[src/rtl/cpid_pkg.sv]
`timescale 1ns / 1ps
`default_nettype none
// ----------------------------------------------------------------------------
// cpid_pkg
// Shared types and constants of the current-loop PID controller: action
// codes, register indexes, configuration record and reset values.
// ----------------------------------------------------------------------------
package cpid_pkg;

    // Build-time defaults
    localparam int ADC_BITS_DEF     = 10;
    localparam int FILTER_SHIFT_DEF = 3;

    // Fixed field widths
    localparam int ACTION_W  = 3;
    localparam int GAIN_W    = 15;
    localparam int LEVEL_W   = 10;
    localparam int DBAND_W   = 8;
    localparam int DRIVE_W   = 16;
    localparam int INTEG_W   = 15;  // holds +/-(10 * 1023)
    localparam int LIMIT_W   = 14;  // 10 * max_delta, unsigned
    localparam int Q_SHIFT   = 8;   // Q8 gains
    localparam int ZERO_RESET = 513;

    localparam logic signed [DRIVE_W-1:0] DRIVE_MAX = 16'sh7FFF;
    localparam logic signed [DRIVE_W-1:0] DRIVE_MIN = 16'sh8000;

    // APB
    localparam int APB_DATA_W = 32;
    localparam int CFG_ADDR_W = 5;

    // Input actions
    typedef enum logic [ACTION_W-1:0] {
        ACT_SAMPLE  = 3'd0,
        ACT_TICK    = 3'd1,
        ACT_CAL     = 3'd2,
        ACT_ENABLE  = 3'd3,
        ACT_DISABLE = 3'd4
    } t_action;

    // Register indexes (byte address = 4 * index)
    typedef enum logic [2:0] {
        REG_PROP_GAIN  = 3'd0,
        REG_INTEG_GAIN = 3'd1,
        REG_DERIV_GAIN = 3'd2,
        REG_TARGET     = 3'd3,
        REG_MAX_DELTA  = 3'd4,
        REG_SHUTOFF    = 3'd5,
        REG_DEADBAND   = 3'd6
    } t_reg_idx;

    typedef struct packed {
        logic [GAIN_W-1:0]  prop_gain;
        logic [GAIN_W-1:0]  integ_gain;
        logic [GAIN_W-1:0]  deriv_gain;
        logic [LEVEL_W-1:0] target_level;
        logic [LEVEL_W-1:0] max_delta;
        logic [LEVEL_W-1:0] shutoff_delta;
        logic [DBAND_W-1:0] deadband;
    } t_cfg;

    localparam t_cfg CFG_RESET = '{
        prop_gain:     15'd600,
        integ_gain:    15'd104,
        deriv_gain:    15'd208,
        target_level:  10'd513,
        max_delta:     10'd250,
        shutoff_delta: 10'd300,
        deadband:      8'd5
    };

endpackage
`default_nettype wire

[src/rtl/cpid_ifs.sv]
`timescale 1ns / 1ps
`default_nettype none
// ----------------------------------------------------------------------------
// cpid_ifs
// Valid/ready channels of the controller: action beats in, drive beats out.
// ----------------------------------------------------------------------------
interface cpid_in_if #(
    parameter int ADC_BITS = cpid_pkg::ADC_BITS_DEF
) ();
    logic                         valid;
    logic                         ready;
    logic [cpid_pkg::ACTION_W-1:0] action;
    logic [ADC_BITS-1:0]          sample;

    modport source (output valid, action, sample, input ready);
    modport sink   (input valid, action, sample, output ready);
endinterface

interface cpid_out_if #(
    parameter int ADC_BITS = cpid_pkg::ADC_BITS_DEF
) ();
    logic                                valid;
    logic                                ready;
    logic signed [cpid_pkg::DRIVE_W-1:0] drive;
    logic                                shutoff;
    logic                                running;
    logic [ADC_BITS-1:0]                 filtered_level;

    modport source (output valid, drive, shutoff, running, filtered_level, input ready);
    modport sink   (input valid, drive, shutoff, running, filtered_level, output ready);
endinterface
`default_nettype wire

[src/rtl/cpid_regs.sv]
`timescale 1ns / 1ps
`default_nettype none
// ----------------------------------------------------------------------------
// cpid_regs
// APB register file holding gains, target and thresholds. Zero-wait writes
// on the access phase, combinational read-back.
// ----------------------------------------------------------------------------
module cpid_regs (
    input  wire logic                            i_clk,
    input  wire logic                            i_rst_n,
    input  wire logic                            psel,
    input  wire logic                            penable,
    input  wire logic                            pwrite,
    input  wire logic [cpid_pkg::CFG_ADDR_W-1:0] paddr,
    input  wire logic [cpid_pkg::APB_DATA_W-1:0] pwdata,
    output logic      [cpid_pkg::APB_DATA_W-1:0] prdata,
    output logic                                 pready,
    output cpid_pkg::t_cfg                       o_cfg
);
    import cpid_pkg::*;

    t_cfg       r_cfg;
    logic [2:0] w_idx;
    logic       w_wr;

    assign w_idx  = paddr[CFG_ADDR_W-1:2];
    assign w_wr   = psel & penable & pwrite;
    assign pready = 1'b1;
    assign o_cfg  = r_cfg;

    // Register writes
    always_ff @(posedge i_clk) begin
        if (!i_rst_n) begin
            r_cfg <= CFG_RESET;
        end else if (w_wr) begin
            case (w_idx)
                REG_PROP_GAIN:  r_cfg.prop_gain     <= pwdata[GAIN_W-1:0];
                REG_INTEG_GAIN: r_cfg.integ_gain    <= pwdata[GAIN_W-1:0];
                REG_DERIV_GAIN: r_cfg.deriv_gain    <= pwdata[GAIN_W-1:0];
                REG_TARGET:     r_cfg.target_level  <= pwdata[LEVEL_W-1:0];
                REG_MAX_DELTA:  r_cfg.max_delta     <= pwdata[LEVEL_W-1:0];
                REG_SHUTOFF:    r_cfg.shutoff_delta <= pwdata[LEVEL_W-1:0];
                REG_DEADBAND:   r_cfg.deadband      <= pwdata[DBAND_W-1:0];
                default: ;
            endcase
        end
    end

    // Read-back mux
    always_comb begin
        case (w_idx)
            REG_PROP_GAIN:  prdata = APB_DATA_W'(r_cfg.prop_gain);
            REG_INTEG_GAIN: prdata = APB_DATA_W'(r_cfg.integ_gain);
            REG_DERIV_GAIN: prdata = APB_DATA_W'(r_cfg.deriv_gain);
            REG_TARGET:     prdata = APB_DATA_W'(r_cfg.target_level);
            REG_MAX_DELTA:  prdata = APB_DATA_W'(r_cfg.max_delta);
            REG_SHUTOFF:    prdata = APB_DATA_W'(r_cfg.shutoff_delta);
            REG_DEADBAND:   prdata = APB_DATA_W'(r_cfg.deadband);
            default:        prdata = '0;
        endcase
    end

endmodule
`default_nettype wire

[src/rtl/cpid_core.sv]
`timescale 1ns / 1ps
`default_nettype none
// ----------------------------------------------------------------------------
// cpid_core
// Loop state and single-pass datapath: reading filter, over-current trip,
// deadband, clamped integrator, Q8 P+I-D sum, drive hold and saturation.
// State advances on i_step; result fields are combinational.
// ----------------------------------------------------------------------------
module cpid_core #(
    parameter int ADC_BITS     = cpid_pkg::ADC_BITS_DEF,
    parameter int FILTER_SHIFT = cpid_pkg::FILTER_SHIFT_DEF
) (
    input  wire logic                                 i_clk,
    input  wire logic                                 i_rst_n,
    input  wire logic                                 i_step,
    input  wire logic [cpid_pkg::ACTION_W-1:0]        i_action,
    input  wire logic [ADC_BITS-1:0]                  i_sample,
    input  wire cpid_pkg::t_cfg                       i_cfg,
    output logic signed [cpid_pkg::DRIVE_W-1:0]       o_drive,
    output logic                                      o_shutoff,
    output logic                                      o_running,
    output logic [ADC_BITS-1:0]                       o_filtered
);
    import cpid_pkg::*;

    localparam int LW  = (ADC_BITS > LEVEL_W) ? ADC_BITS : LEVEL_W; // level width
    localparam int DW  = LW + 1;                                    // delta / error
    localparam int GW  = GAIN_W + 1;                                // signed gain
    localparam int SW  = ((INTEG_W > DW) ? INTEG_W : DW) + 1;       // integrator sum
    localparam int TPW = GW + DW;
    localparam int TIW = GW + INTEG_W;
    localparam int TDW = GW + DW + 1;
    localparam int UW  = TPW + 2;                                   // P+I-D sum

    // State
    logic [ADC_BITS-1:0]       r_filt;
    logic [LW-1:0]             r_zero;
    logic signed [INTEG_W-1:0] r_integ;
    logic signed [DW-1:0]      r_perr;
    logic signed [DRIVE_W-1:0] r_pdrive;
    logic                      r_loop_on;

    logic [ADC_BITS:0]         w_filt_sum;
    logic signed [DW-1:0]      w_delta;
    logic [DW-1:0]             w_adelta;
    logic                      w_trip;
    logic signed [DW-1:0]      w_err_raw;
    logic signed [DW-1:0]      w_db;
    logic signed [DW-1:0]      w_err;
    logic [LIMIT_W-1:0]        w_limit;
    logic signed [SW-1:0]      w_lim_s;
    logic signed [SW-1:0]      w_isum;
    logic signed [SW-1:0]      w_iclamp;
    logic signed [INTEG_W-1:0] w_integ;
    logic signed [DW:0]        w_derr;
    logic signed [TPW-1:0]     w_tp;
    logic signed [TIW-1:0]     w_ti;
    logic signed [TIW-1:0]     w_ti_sh;
    logic signed [TDW-1:0]     w_td;
    logic signed [TDW-1:0]     w_td_sh;
    logic signed [UW-1:0]      w_sum;
    logic signed [UW-1:0]      w_u;
    logic signed [UW-1:0]      w_prev;
    logic signed [DW-1:0]      w_mx;
    logic                      w_hold;
    logic signed [UW-1:0]      w_held;
    logic signed [DRIVE_W-1:0] w_drive;

    // Exponential filter, wraps to the reading width
    assign w_filt_sum = {1'b0, r_filt} - {1'b0, (r_filt >> FILTER_SHIFT)}
                      + {1'b0, (i_sample >> FILTER_SHIFT)};

    // Offset from zero and over-current trip
    assign w_delta  = $signed({1'b0, LW'(r_filt)}) - $signed({1'b0, r_zero});
    assign w_adelta = w_delta[DW-1] ? DW'(-w_delta) : DW'(w_delta);
    assign w_trip   = (w_adelta >= DW'(i_cfg.shutoff_delta));

    // Error with deadband
    assign w_err_raw = $signed({1'b0, LW'(i_cfg.target_level)})
                     - $signed({1'b0, LW'(r_filt)});
    assign w_db      = $signed(DW'(i_cfg.deadband));
    assign w_err     = ((w_err_raw > -w_db) && (w_err_raw < w_db)) ? '0 : w_err_raw;

    // Integrator clamped to +/-(10 * max_delta)
    assign w_limit  = (LIMIT_W'(i_cfg.max_delta) << 3) + (LIMIT_W'(i_cfg.max_delta) << 1);
    assign w_lim_s  = $signed(SW'(w_limit));
    assign w_isum   = SW'(r_integ) + SW'(w_err);

    always_comb begin
        if (w_isum > w_lim_s) begin
            w_iclamp = w_lim_s;
        end else if (w_isum < -w_lim_s) begin
            w_iclamp = -w_lim_s;
        end else begin
            w_iclamp = w_isum;
        end
    end

    assign w_integ = INTEG_W'(w_iclamp);

    // P, I, D terms; I and D floor-shifted before the final Q8 shift
    assign w_derr  = (DW + 1)'(w_err) - (DW + 1)'(r_perr);
    assign w_tp    = TPW'($signed({1'b0, i_cfg.prop_gain}))  * TPW'(w_err);
    assign w_ti    = TIW'($signed({1'b0, i_cfg.integ_gain})) * TIW'(w_integ);
    assign w_td    = TDW'($signed({1'b0, i_cfg.deriv_gain})) * TDW'(w_derr);
    assign w_ti_sh = w_ti >>> Q_SHIFT;
    assign w_td_sh = w_td >>> Q_SHIFT;
    assign w_sum   = UW'(w_tp) + UW'(w_ti_sh) - UW'(w_td_sh);
    assign w_u     = w_sum >>> Q_SHIFT;

    // Hold the drive when already past max_delta and pushing further
    assign w_prev = UW'(r_pdrive);
    assign w_mx   = $signed(DW'(i_cfg.max_delta));
    assign w_hold = ((w_delta >= w_mx) && (w_prev < w_u))
                 || ((w_delta <= -w_mx) && (w_prev > w_u));
    assign w_held = w_hold ? w_prev : w_u;

    // Saturate to the drive width
    always_comb begin
        if (w_held > UW'(DRIVE_MAX)) begin
            w_drive = DRIVE_MAX;
        end else if (w_held < UW'(DRIVE_MIN)) begin
            w_drive = DRIVE_MIN;
        end else begin
            w_drive = DRIVE_W'(w_held);
        end
    end

    // Result of a tick
    assign o_drive    = (w_trip || !r_loop_on) ? '0 : w_drive;
    assign o_shutoff  = w_trip;
    assign o_running  = r_loop_on & ~w_trip;
    assign o_filtered = r_filt;

    // State update per action
    always_ff @(posedge i_clk) begin
        if (!i_rst_n) begin
            r_filt    <= '0;
            r_zero    <= LW'(ZERO_RESET);
            r_integ   <= '0;
            r_perr    <= '0;
            r_pdrive  <= '0;
            r_loop_on <= 1'b0;
        end else if (i_step) begin
            case (i_action)
                ACT_SAMPLE: begin
                    r_filt <= w_filt_sum[ADC_BITS-1:0];
                end
                ACT_CAL: begin
                    r_zero <= LW'(r_filt);
                end
                ACT_ENABLE: begin
                    r_loop_on <= 1'b1;
                end
                ACT_DISABLE: begin
                    r_loop_on <= 1'b0;
                    r_integ   <= '0;
                    r_perr    <= '0;
                end
                ACT_TICK: begin
                    if (w_trip) begin
                        r_loop_on <= 1'b0;
                    end else if (!r_loop_on) begin
                        r_integ  <= '0;
                        r_perr   <= '0;
                        r_pdrive <= '0;
                    end else begin
                        r_integ  <= w_integ;
                        r_perr   <= w_err;
                        r_pdrive <= w_drive;
                    end
                end
                default: ;
            endcase
        end
    end

endmodule
`default_nettype wire

[src/rtl/current_loop_pid_controller.sv]
`timescale 1ns / 1ps
`default_nettype none
// Flow: an accepted beat waits in the input register; once it moves on, a tick's
//   result beat is registered in the output register. Throughput: one beat per
//   cycle, set by the single-pass cpid_core, while no tick waits on the output.
// Reset: synchronous, active low; loop state and registers return to defaults
//   at once, no clearing pass.
// ----------------------------------------------------------------------------
// current_loop_pid_controller
// Current-sensor PID loop: input register, PID datapath with loop state,
// output register, and APB configuration registers.
// ----------------------------------------------------------------------------
module current_loop_pid_controller #(
    parameter int ADC_BITS     = cpid_pkg::ADC_BITS_DEF,
    parameter int FILTER_SHIFT = cpid_pkg::FILTER_SHIFT_DEF
) (
    input  wire logic                            i_clk,
    input  wire logic                            i_rst_n,
    cpid_in_if.sink                              i_in,
    cpid_out_if.source                           o_out,
    input  wire logic                            psel,
    input  wire logic                            penable,
    input  wire logic                            pwrite,
    input  wire logic [cpid_pkg::CFG_ADDR_W-1:0] paddr,
    input  wire logic [cpid_pkg::APB_DATA_W-1:0] pwdata,
    output logic      [cpid_pkg::APB_DATA_W-1:0] prdata,
    output logic                                 pready
);
    import cpid_pkg::*;

    t_cfg                      w_cfg;

    logic                      r_in_valid;
    logic [ACTION_W-1:0]       r_in_action;
    logic [ADC_BITS-1:0]       r_in_sample;

    logic                      r_out_valid;
    logic signed [DRIVE_W-1:0] r_out_drive;
    logic                      r_out_shutoff;
    logic                      r_out_running;
    logic [ADC_BITS-1:0]       r_out_filt;

    logic                      w_gives_result;
    logic                      w_out_free;
    logic                      w_advance;
    logic signed [DRIVE_W-1:0] w_drive;
    logic                      w_shutoff;
    logic                      w_running;
    logic [ADC_BITS-1:0]       w_filt;

    cpid_regs u_regs (
        .i_clk   (i_clk),
        .i_rst_n (i_rst_n),
        .psel    (psel),
        .penable (penable),
        .pwrite  (pwrite),
        .paddr   (paddr),
        .pwdata  (pwdata),
        .prdata  (prdata),
        .pready  (pready),
        .o_cfg   (w_cfg)
    );

    cpid_core #(
        .ADC_BITS     (ADC_BITS),
        .FILTER_SHIFT (FILTER_SHIFT)
    ) u_core (
        .i_clk      (i_clk),
        .i_rst_n    (i_rst_n),
        .i_step     (w_advance),
        .i_action   (r_in_action),
        .i_sample   (r_in_sample),
        .i_cfg      (w_cfg),
        .o_drive    (w_drive),
        .o_shutoff  (w_shutoff),
        .o_running  (w_running),
        .o_filtered (w_filt)
    );

    // Beat in the input register moves on unless its result has nowhere to go
    assign w_gives_result = (r_in_action == ACT_TICK);
    assign w_out_free     = ~r_out_valid | o_out.ready;
    assign w_advance      = r_in_valid & (~w_gives_result | w_out_free);
    assign i_in.ready     = ~r_in_valid | w_advance;

    // Input register
    always_ff @(posedge i_clk) begin
        if (!i_rst_n) begin
            r_in_valid <= 1'b0;
        end else if (i_in.ready) begin
            r_in_valid <= i_in.valid;
        end
    end

    always_ff @(posedge i_clk) begin
        if (i_in.valid && i_in.ready) begin
            r_in_action <= i_in.action;
            r_in_sample <= i_in.sample;
        end
    end

    // Output register
    always_ff @(posedge i_clk) begin
        if (!i_rst_n) begin
            r_out_valid <= 1'b0;
        end else if (w_advance && w_gives_result) begin
            r_out_valid <= 1'b1;
        end else if (o_out.ready) begin
            r_out_valid <= 1'b0;
        end
    end

    always_ff @(posedge i_clk) begin
        if (w_advance && w_gives_result) begin
            r_out_drive   <= w_drive;
            r_out_shutoff <= w_shutoff;
            r_out_running <= w_running;
            r_out_filt    <= w_filt;
        end
    end

    assign o_out.valid          = r_out_valid;
    assign o_out.drive          = r_out_drive;
    assign o_out.shutoff        = r_out_shutoff;
    assign o_out.running        = r_out_running;
    assign o_out.filtered_level = r_out_filt;

`ifndef SYNTH
    // A trip reports zero drive and a stopped loop
    a_trip_zero: assert property (@(posedge i_clk) disable iff (!i_rst_n)
        (r_out_valid && r_out_shutoff) |-> (r_out_drive == '0) && !r_out_running)
        else $error("shutoff beat with nonzero drive or running loop");

    // A stopped loop never drives
    a_idle_zero: assert property (@(posedge i_clk) disable iff (!i_rst_n)
        (r_out_valid && !r_out_running) |-> (r_out_drive == '0))
        else $error("drive nonzero while loop not running");

    // A blocked tick stays in the input register unchanged
    a_in_hold: assert property (@(posedge i_clk) disable iff (!i_rst_n)
        (r_in_valid && !w_advance) |=>
            (r_in_valid && $stable(r_in_action) && $stable(r_in_sample)))
        else $error("input beat lost while blocked");

    // A processed tick always lands in the output register
    a_tick_out: assert property (@(posedge i_clk) disable iff (!i_rst_n)
        (w_advance && w_gives_result) |=> r_out_valid)
        else $error("tick result not registered");
`endif

endmodule
`default_nettype wire

[src/flat_wrapper.sv]
// flat-port wrapper written by rule: the top's interface ports become plain ports
module current_loop_pid_controller_flat import cpid_pkg::*;
#(
    parameter int ADC_BITS     = cpid_pkg::ADC_BITS_DEF,
    parameter int FILTER_SHIFT = cpid_pkg::FILTER_SHIFT_DEF
)
  (i_clk, i_rst_n, psel, penable, pwrite, paddr, pwdata, prdata, pready, i_in_valid, i_in_action, i_in_sample, i_in_ready, o_out_valid, o_out_drive, o_out_shutoff, o_out_running, o_out_filtered_level, o_out_ready);
  cpid_in_if #(.ADC_BITS(ADC_BITS)) i_in_i ();
  cpid_out_if #(.ADC_BITS(ADC_BITS)) o_out_i ();
  input  wire logic i_clk;
  input  wire logic i_rst_n;
  input  wire logic psel;
  input  wire logic penable;
  input  wire logic pwrite;
  input  wire logic [cpid_pkg::CFG_ADDR_W-1:0] paddr;
  input  wire logic [cpid_pkg::APB_DATA_W-1:0] pwdata;
  output logic      [cpid_pkg::APB_DATA_W-1:0] prdata;
  output logic pready;
  input wire logic [$bits(i_in_i.valid)-1:0] i_in_valid;
  input wire logic [$bits(i_in_i.action)-1:0] i_in_action;
  input wire logic [$bits(i_in_i.sample)-1:0] i_in_sample;
  output wire logic [$bits(i_in_i.ready)-1:0] i_in_ready;
  output wire logic [$bits(o_out_i.valid)-1:0] o_out_valid;
  output wire logic [$bits(o_out_i.drive)-1:0] o_out_drive;
  output wire logic [$bits(o_out_i.shutoff)-1:0] o_out_shutoff;
  output wire logic [$bits(o_out_i.running)-1:0] o_out_running;
  output wire logic [$bits(o_out_i.filtered_level)-1:0] o_out_filtered_level;
  input wire logic [$bits(o_out_i.ready)-1:0] o_out_ready;
  assign i_in_i.valid = i_in_valid;
  assign i_in_i.action = i_in_action;
  assign i_in_i.sample = i_in_sample;
  assign i_in_ready = i_in_i.ready;
  assign o_out_valid = o_out_i.valid;
  assign o_out_drive = o_out_i.drive;
  assign o_out_shutoff = o_out_i.shutoff;
  assign o_out_running = o_out_i.running;
  assign o_out_filtered_level = o_out_i.filtered_level;
  assign o_out_i.ready = o_out_ready;
  current_loop_pid_controller #(.ADC_BITS(ADC_BITS), .FILTER_SHIFT(FILTER_SHIFT)) u_core (.i_clk(i_clk), .i_rst_n(i_rst_n), .i_in(i_in_i), .o_out(o_out_i), .psel(psel), .penable(penable), .pwrite(pwrite), .paddr(paddr), .pwdata(pwdata), .prdata(prdata), .pready(pready));
endmodule
[config.mk]
export PLATFORM = sky130hd
export DESIGN_NAME = current_loop_pid_controller_flat
export DESIGN_NICKNAME = d
export VERILOG_FILES = /design/src/rtl/cpid_pkg.sv /design/src/rtl/cpid_ifs.sv /design/src/rtl/cpid_regs.sv /design/src/rtl/cpid_core.sv /design/src/rtl/current_loop_pid_controller.sv /design/src/flat_wrapper.sv
export SDC_FILE = /design/constraint.sdc
export NUM_CORES = 2
export LEC_CHECK = 0
export BUFFER_PORTS_ARGS = -buffer_cell sky130_fd_sc_hd__clkbuf_2
export CELL_PAD_IN_SITES_DETAIL_PLACEMENT = 1
export CELL_PAD_IN_SITES_GLOBAL_PLACEMENT = 2
export CORE_ASPECT_RATIO = 1.4
export CORE_UTILIZATION = 44
export DETAILED_ROUTE_END_ITERATION = 10
export PLACE_DENSITY_LB_ADDON = 0.1
export RECOVER_POWER = 50
export SYNTH_ARGS = -nofsm -noshare
export SYNTH_HDL_FRONTEND = slang
export SYNTH_HIERARCHICAL = 1
export SYNTH_SLANG_ARGS = --single-unit
export TNS_END_PERCENT = 5
[constraint.sdc]
create_clock -name i_clk -period 31.1 [get_ports i_clk]
set_input_delay 9.33 -clock i_clk [delete_from_list [all_inputs] [get_ports i_clk]]
set_output_delay 9.33 -clock i_clk [all_outputs]
set_load 0.02 [all_outputs]
==> impl.org <==
** Worst setup path
- The critical path is of the register to register type.
- The startpoint identified for the worst register-to-register timing path is u_core/u_core/o_filtered[1]$_SDFFE_PN0P_.
- Reg-to-reg critical path endpoint :: u_core/u_core/r_pdrive[1]$_SDFFE_PN0P_
- Top cell family by delay on the critical path :: compound AO/OA/AOI/OAI gates
- The setup check on the worst reg-to-reg path leaves a slack of around 7.1 ns.
- Cell depth of the worst flop-to-flop path :: 90
- Critical path fanouts, max :: 24
- Critical path buffers and inverters :: 11
- Arrival time at the worst endpoint :: 24.37 ns
- The worst setup path is captured at a register.
- Required @ worst endpoint :: 31.50 ns
- The slowest stage of the critical path is the sky130_fd_sc_hd__nor3_2 cell.
- Crit path launch type :: register
- Max stage delay on crit path :: 0.90 ns

** Synth
- For this run, the number of Yosys warnings is 6.
- Number of cells produced by synthesis :: just under 4000
- Synthesized area :: approximately 34000 µm²
- A synthesized cell averages 8.76 µm².

** Floorplan
- Overall die area :: 77600 µm²
- Initial Utilization :: 0.446
- The die is 329 µm tall.
- In this run the count of I/O pins placed on the die edge is 120.
- Number of rows in the core area :: 119
- Core ar. :: 75500 µm²
- The die is 236 µm wide.

** STA
- The total count of hold-check failures in the final report is 0.
- Measured against its own limit, the worst slew margin works out to -1.37.
- Based on the critical path, the design can be clocked at up to between 0.04 and 0.05 GHz.
- The worst path in the final design needs a cycle of 23.97 ns, including I/O delays and setup.
- Final hold analysis gives a worst-case slack of 0.459 ns.
- Setup violations remaining at the end of the flow were counted as 0.
- Setup repair after global routing left no endpoint under its margin.
- Total negative slack :: 0 ns
- Dividing the final minimum period by the clock period gives 0.771.
- Slew of the pin with the lowest slew margin :: 3.55 ns
- Setup Skew :: about 0.023 ns
- Number of max-slew violations in the final report :: 163

** Place
- Post-placement cell count :: about 4800
- The placed instances occupy a cell area of around 35000 µm².
- During placement, the flow inserted port buffers numbering 79.
- Routability-driven placement finished with a final weighted congestion of 0.883.
- The HPWL after detailed placement is about 87000 µm.

** Route
- In the routed layout, each cell is associated on average with a via count of 5.49.
- Wires add up to about 110000 µm.
- The final route contains 26500 vias.
- In this run the remaining antenna-violating nets after routing total 0.
- Violation count after the first detailed-route iteration :: between 1000 and 1500
- After detailed routing, the number of remaining DRC violations is 0.
- Average wire length per cell after detail routing :: 21.8 µm
- Number of detailed-routing iterations run before antenna repair :: 6

** Clock tree
- Clock transition at the registers of the reported paths :: 0.08 ns
- TritonCTS built the clock tree.
- Post-CTS Repair Setup Buffers :: 0
- The tree is rooted in a sky130_fd_sc_hd__clkbuf_16.
- The H-tree was split into 4 levels.
- In this run, post-CTS repair resized a total of 0 instances.
- After clock tree synthesis, the flow added hold-fix buffers numbering 0.
- TritonCTS Buffers :: 17
- Skew-Pair Late Insertion Delay :: about 0.48 ns
- In this run the deepest clock path goes through 2 buffers.
- Total number of clock tree sinks :: 186

** Status
- The final reports fail on max-capacitance violations, max-slew violations.
- The flow ran to the end, but the final reports show violations.

** Cells and area
- Number of inserted diodes :: 0
- Final nets :: 4817
- In the layout the commonest cells are sky130_fd_sc_hd__inv_1, sky130_fd_sc_hd__nand2_1, sky130_fd_sc_hd__fa_1.
- The count of cells in the finished layout, fillers not included, comes to 4826.
- The finished cells cover 35600 µm².
- The library cell used most frequently in the layout, excluding fill and tap cells, is sky130_fd_sc_hd__inv_1.
- Synthesis-to-layout area growth :: 5.67%
- In the final layout, the share of cells above drive strength 1 is 0.0557.

** Hold path
- The worst hold path terminates at u_core/u_core/r_zero[2]$_SDFFE_PN0P_.
- Along the worst hold path, the cell count comes to 2.
- In this run the worst hold path is classified as register to register.
- Min-delay src :: u_core/u_core/r_zero[2]$_SDFFE_PN0P_

** GRT
- The initial antenna violation count is 0.
- Residual overflow from global routing :: 0
- Global-route wire length before repair :: 168000 µm
- The via count of the first global-routing pass is 30000.
- Entering global routing, the biggest net connects 79 pins.
- Across every metal layer, demand over resource in global routing totals 0.281.

** Job
- Total of max-cap violations :: 3
## registers in the layout (all words and copies together), names as in the netlist, 3 cells and up
name,count
u_core/o_out.drive,16
u_core/u_core/r_pdrive,16
u_core/u_core/r_integ,15
u_core/u_core/r_perr,11
u_core/o_out.filtered_level,10
u_core/u_regs/o_cfg,83
u_core/r_in_sample,7
u_core/u_core/o_filtered,10
u_core/u_core/r_zero,10
u_core/r_in_action,3
## per-layer routing
metal	wire (µm)	part of all wire	track usage
met3	2710	0.026	0.0250
met5	0	0	0
met1	41900	0.40	0.324
met2	56200	0.53	0.532
met4	4320	0.041	0.112
## stage by stage
step,setup WS [ns],utilization
global placement,7.72,0.464
floorplan,10.64,-
CTS,6.91,0.472
global route,5.51,0.471
detailed placement,7.06,0.464
finish,7.13,0.471
## cell type report
| cell class | count | area (µm²) |
|---|---|---|
| multi-input combinational | 2809 | 26300 |
| sequential | 186 | 4100 |
| timing repair buffer | 138 | 773 |
| clock buffer | 18 | 439 |
| clock inverter | 14 | 155 |
| fill | 8839 | 39900 |
| inverter | 693 | 2600 |
| tap | 968 | 1210 |
## worst register-to-register path, delay by kind of cell (launching register included)
kind	cells	cell delay, ns
mux	1	0.51
compound gates	34	8.80
simple gates	23	4.38
buf+inv	11	1.52
fa+ha+maj	18	7.54
xor+xnor	3	0.66
flops	1	0.54
## how the worst max path moves through the flow
stage / from / end / slack (ns) / cells past startpoint
6_report: u_core/u_core/o_filtered[1]$_SDFFE_PN0P_ / u_core/u_core/r_pdrive[1]$_SDFFE_PN0P_ / 7.13 / 90
5_1_grt: u_core/u_core/o_filtered[1]$_SDFFE_PN0P_ / u_core/u_core/r_pdrive[2]$_SDFFE_PN0P_ / 5.51 / 90
4_1_cts: u_core/u_core/o_filtered[1]$_SDFFE_PN0P_ / u_core/u_core/r_pdrive[1]$_SDFFE_PN0P_ / 6.91 / 90
3_5_place_dp: u_core/u_core/o_filtered[1]$_SDFFE_PN0P_ / u_core/u_core/r_pdrive[1]$_SDFFE_PN0P_ / 7.06 / 90
3_3_place_gp: u_core/u_core/o_filtered[1]$_SDFFE_PN0P_ / u_core/u_core/r_pdrive[5]$_SDFFE_PN0P_ / 7.72 / 90
2_1_floorplan: u_core/u_core/o_filtered[1]$_SDFFE_PN0P_ / u_core/u_core/r_pdrive[10]$_SDFFE_PN0P_ / 10.64 / 93
Power is left out: the tool's default activity adds up to more than one toggle a clock period on the data nets, which glitch-free logic cannot reach.
